===== config.mk =====
export PLATFORM = sky130hd
export DESIGN_NAME = edd_chan
export DESIGN_NICKNAME = d
export VERILOG_FILES = /design/src/rtl/edd_pkg.sv /design/src/rtl/edd_chan.sv
export SDC_FILE = /design/constraint.sdc
export NUM_CORES = 1
export LEC_CHECK = 0
export BUFFER_PORTS_ARGS = -buffer_cell sky130_fd_sc_hd__buf_2
export CAP_MARGIN = 20
export CORE_ASPECT_RATIO = 1.5
export CORE_MARGIN = 4
export CORE_UTILIZATION = 48
export DETAILED_ROUTE_END_ITERATION = 6
export PLACE_DENSITY = 0.67
export SLEW_MARGIN = 20
export SYNTH_ARGS = -nofsm -noshare
export SYNTH_HDL_FRONTEND = slang
export SYNTH_SLANG_ARGS = --single-unit

===== constraint.sdc =====
create_clock -name vclk -period 41.3
set_input_delay 10.325 -clock vclk [all_inputs]
set_output_delay 10.325 -clock vclk [all_outputs]
set_load 0.005 [all_outputs]

===== src/rtl/edd_pkg.sv =====
// Shared types, constants and arithmetic helpers for the error-diffusion dither core.
// No dependencies; used by edd_chan, edd_line_mem and error_diffusion_dither_core.
package edd_pkg;

   localparam int PIX_BITS       = 8;
   localparam int ERR_BITS       = 9;
   localparam int LEVEL_BITS_W   = 4;
   localparam int IMG_WIDTH_BITS = 11;
   localparam int CSR_DATA_BITS  = 11;
   localparam int CSR_ADDR_BITS  = 1;
   localparam int NUM_CHAN       = 3;

   localparam logic [CSR_ADDR_BITS-1:0] CSR_LEVEL_BITS  = 1'b0;
   localparam logic [CSR_ADDR_BITS-1:0] CSR_IMAGE_WIDTH = 1'b1;

   localparam logic [LEVEL_BITS_W-1:0]   LEVEL_BITS_RESET  = 4'd8;
   localparam logic [IMG_WIDTH_BITS-1:0] IMAGE_WIDTH_RESET = 11'd1024;
   localparam logic [LEVEL_BITS_W-1:0]   LEVEL_BITS_MIN    = 4'd1;
   localparam logic [LEVEL_BITS_W-1:0]   LEVEL_BITS_MAX    = 4'd8;

   localparam logic [3:0] WEIGHT_ABOVE_LEFT  = 4'd1;
   localparam logic [3:0] WEIGHT_ABOVE       = 4'd5;
   localparam logic [3:0] WEIGHT_ABOVE_RIGHT = 4'd3;
   localparam logic [3:0] WEIGHT_LEFT        = 4'd7;

   typedef logic [PIX_BITS-1:0]        pix_type;
   typedef logic signed [ERR_BITS-1:0] err_type;
   typedef err_type [NUM_CHAN-1:0]     err3_type;

   typedef struct packed {
      logic use_above_left;
      logic use_above;
      logic use_above_right;
      logic use_left;
   } edge_type;

   function automatic pix_type step_lut(logic [LEVEL_BITS_W-1:0] bits);
      pix_type step;
      unique case (bits)
         4'd1:    step = 8'd255;
         4'd2:    step = 8'd85;
         4'd3:    step = 8'd36;
         4'd4:    step = 8'd17;
         4'd5:    step = 8'd8;
         4'd6:    step = 8'd4;
         4'd7:    step = 8'd2;
         default: step = 8'd1;
      endcase
      return step;
   endfunction

   function automatic pix_type add_clamped(pix_type v, err_type e, logic [3:0] k);
      logic signed [12:0] prod;
      logic signed [8:0]  term;
      logic signed [9:0]  sum;
      prod = 13'(e) * 13'($signed({1'b0, k}));
      term = 9'(prod >>> 4);
      sum  = $signed({2'b00, v}) + 10'(term);
      priority if (sum < 10'sd0) begin
         return 8'd0;
      end else if (sum > 10'sd255) begin
         return 8'd255;
      end else begin
         return sum[7:0];
      end
   endfunction

endpackage


===== src/rtl/edd_chan.sv =====
// One color channel of the dither datapath: diffused-error accumulation and requantization.
// Depends on edd_pkg.
module edd_chan (
   input  edd_pkg::pix_type  pix,
   input  logic [2:0]        shift,
   input  edd_pkg::pix_type  step,
   input  edd_pkg::edge_type edges,
   input  edd_pkg::err_type  err_above_left,
   input  edd_pkg::err_type  err_above,
   input  edd_pkg::err_type  err_above_right,
   input  edd_pkg::err_type  err_left,
   output edd_pkg::pix_type  quant,
   output edd_pkg::err_type  err
);
   import edd_pkg::*;

   pix_type     v1;
   pix_type     v2;
   pix_type     v3;
   pix_type     v4;
   logic [15:0] prod;

   always_comb begin
      v1 = edges.use_above_left ? add_clamped(pix, err_above_left, WEIGHT_ABOVE_LEFT) : pix;
      v2 = edges.use_above ? add_clamped(v1, err_above, WEIGHT_ABOVE) : v1;
      v3 = edges.use_above_right ? add_clamped(v2, err_above_right, WEIGHT_ABOVE_RIGHT) : v2;
      v4 = edges.use_left ? add_clamped(v3, err_left, WEIGHT_LEFT) : v3;
      prod  = 16'(v4 >> shift) * 16'(step);
      quant = prod[7:0];
      err   = $signed({1'b0, v4}) - $signed({1'b0, quant});
   end

endmodule


==> impl_metrics.env <==
export IMPL_vdd_drop_max_mv=0.07895
export IMPL_drive_gt1_share_pct=14.90
export IMPL_leakagePower_nw=3.111
export IMPL_maxCapViolations=0
export IMPL_grt_max_degree=19
export IMPL_synth_cell_type_count=84
export IMPL_power_mw=0.4907
export IMPL_ios=76
export IMPL_grt_pass1_wl_um=25840
export IMPL_final_common_cell="ha_1"
export IMPL_multi_input_area_um2=5461
export IMPL_fin_crit_ns=34.55
export IMPL_layout_nets=1019
export IMPL_cp_common_cell="fa_1"
export IMPL_top_usage_layer="met2"
export IMPL_cp_start_kind="input pin"
export IMPL_rows=49
export IMPL_setup_ws_ns=6.753
export IMPL_vias_per_cell=5.973
export IMPL_syn_inst=772
export IMPL_setup_violations=0
export IMPL_yosys_area_share_simple_pct=18.33
export IMPL_gr_usage_all_layers_pct=21.19
export IMPL_gr_usage_met2_pct=42.50
export IMPL_dpl_hpwl_um=13300
export IMPL_critPathMaxFanout=8
export IMPL_gp_congestion=0.9206
export IMPL_tightest_slew_ns=0.5999
export IMPL_finalCritPeriodShare_pct=83.65
export IMPL_grt_pass1_vias=5855
export IMPL_grt_overflow=0
export IMPL_wl_per_cell_um=15.42
export IMPL_hp_class="in -> out"
export IMPL_initial_core_util_pct=49.04
export IMPL_stdcell_count=985
export IMPL_status="finished clean"
export IMPL_grtUsageMet1_pct=23.85
export IMPL_cts_hold_buf=0
export IMPL_end_kind="output pin"
export IMPL_placed_cells=985
export IMPL_yosys_warnings=0
export IMPL_seq_area_frac_synth_pct=0
export IMPL_die_h_um=143.4
export IMPL_synth_top_family_by_area="compound AO/OA/AOI/OAI gates"
export IMPL_die_w_um=98.24
export IMPL_rsz0062_at_grt="no"
export IMPL_final_cell_mix="ha_1 (102), inv_1 (91), buf_2 (72)"
export IMPL_antenna_cells=0
export IMPL_antenna_left=0
export IMPL_vias=5883
export IMPL_path_delay_family="compound AO/OA/AOI/OAI gates"
export IMPL_core_area_um2=11960
export IMPL_place_ws_ns=6.830
export IMPL_synth_area_um2=5863
export IMPL_drt_iter0_drc=310
export IMPL_slew_headroom_pct=59.74
export IMPL_hold_violations=0
export IMPL_clock_buffers=0
export IMPL_max_freq_ghz=0.02895
export IMPL_fillers=1225
export IMPL_postCtsSetupRepairBufs=0
export IMPL_met3_usage_pct=0.9228
export IMPL_dieArea_um2=14080
export IMPL_ff_latch_area_um2=0
export IMPL_slew_viol_final=0
export IMPL_post_route_util_pct=53.28
export IMPL_wirelength_um=15190
export IMPL_port_buffers=72
export IMPL_cp_slowest_cell="fa_1"
export IMPL_synth_xor_area_share_pct=9.304
export IMPL_critPathBufInv=6
export IMPL_synth_compound_area_share_pct=33.93
export IMPL_synth_adder_area_share_pct=29.96
export IMPL_area_growth_pct=8.643
export IMPL_muxShareOfSynthArea_pct=1.622
export IMPL_pwr_density_cell_nw_per_um2=77.04
export IMPL_first_pass_iters=5
export IMPL_slowest_delay_ns=0.54
export IMPL_seq_cells=0
export IMPL_cts_resized_gates=0
export IMPL_critical_path_required_ns=30.98
export IMPL_syn_nets=957
export IMPL_syn_area_per_cell_um2=7.595
export IMPL_final_setup_tns_ns=0
export IMPL_antenna_found_initial=0
export IMPL_crit_type="in -> out"
export IMPL_crit_arrival_ns=24.22
export IMPL_drc=0
[tightest hold or removal path, cell delays in order]
cell,delay (ns)
buf_2,0.14
and2_1,0.17
buf_2,0.13
[Yosys cell counts, types with 6 or more instances]
cell,n,area (um^2)
inv_1,91,341.6
xnor2_1,35,306.5
a211o_1,6,52.55
o21ai_1,13,65.06
a211oi_1,16,120.1
xor2_1,22,192.7
o21bai_1,11,82.58
o21a_1,12,90.09
nand2_1,50,187.7
a22oi_1,7,52.55
o21ai_0,19,95.09
a21oi_1,51,255.2
and3_1,9,56.30
a31oi_1,6,37.54
a21oi_2,6,52.55
and2_1,22,137.6
or3_1,6,37.54
nor2_1,62,232.7
fa_1,24,480.5
nor2b_1,7,43.79
nand3_1,10,50.05
nor3_1,13,65.06
clkbuf_1,10,37.54
o211ai_1,12,90.09
ha_1,102,1276
nand2b_1,8,50.05
a21o_1,20,150.1
[layout make-up]
type	instances	share of cell area (%)
inverters	93	5.480
repair buffers	73	5.775
multi-input cells	666	85.74
well taps	153	3.005
[report_power, final]
| group | total, mW | switching, mW | internal (mW) |
|---|---|---|---|
| Clock | 0 | 0 | 0 |
| Sequential | 0 | 0 | 0 |
| Combinational | 0.491 | 0.269 | 0.221 |
[path summary, 6_finish.rpt]
| kind | start | endpoint | slack, ns | cells after the start |
|---|---|---|---|---|
| max | pix[0] | err[8] | 6.75 | 54 |
| min | step[0] | quant[0] | 21.09 | 3 |
[layer usage]
layer	wire length, um	up-vias	share of wire [%]
met2	8178	133	54
met4	486	0	3.2
li1	-	2961	-
met5	0	-	0
met3	448	39	2.9
met1	6076	2750	40
[metrics by stage]
step / hold WS (ns) / cell area, um^2
6_report: 21.09 / 6370
5_1_grt: 21.10 / 6370
4_1_cts: 21.09 / 6370
3_5_place_dp: 21.09 / 6370
3_3_place_gp: 21.10 / 6370
2_1_floorplan: 20.78 / 5863
[cell families after synthesis]
family                   Yosys count
AND/OR/NAND/NOR                  216
adder cells (fa/ha/maj)          126
buffers and inverters            106
multiplexers                       7
AO/OA/AOI/OAI                    258
XOR/XNOR                          59
Note: power is estimated with default switching activity, not from simulation.
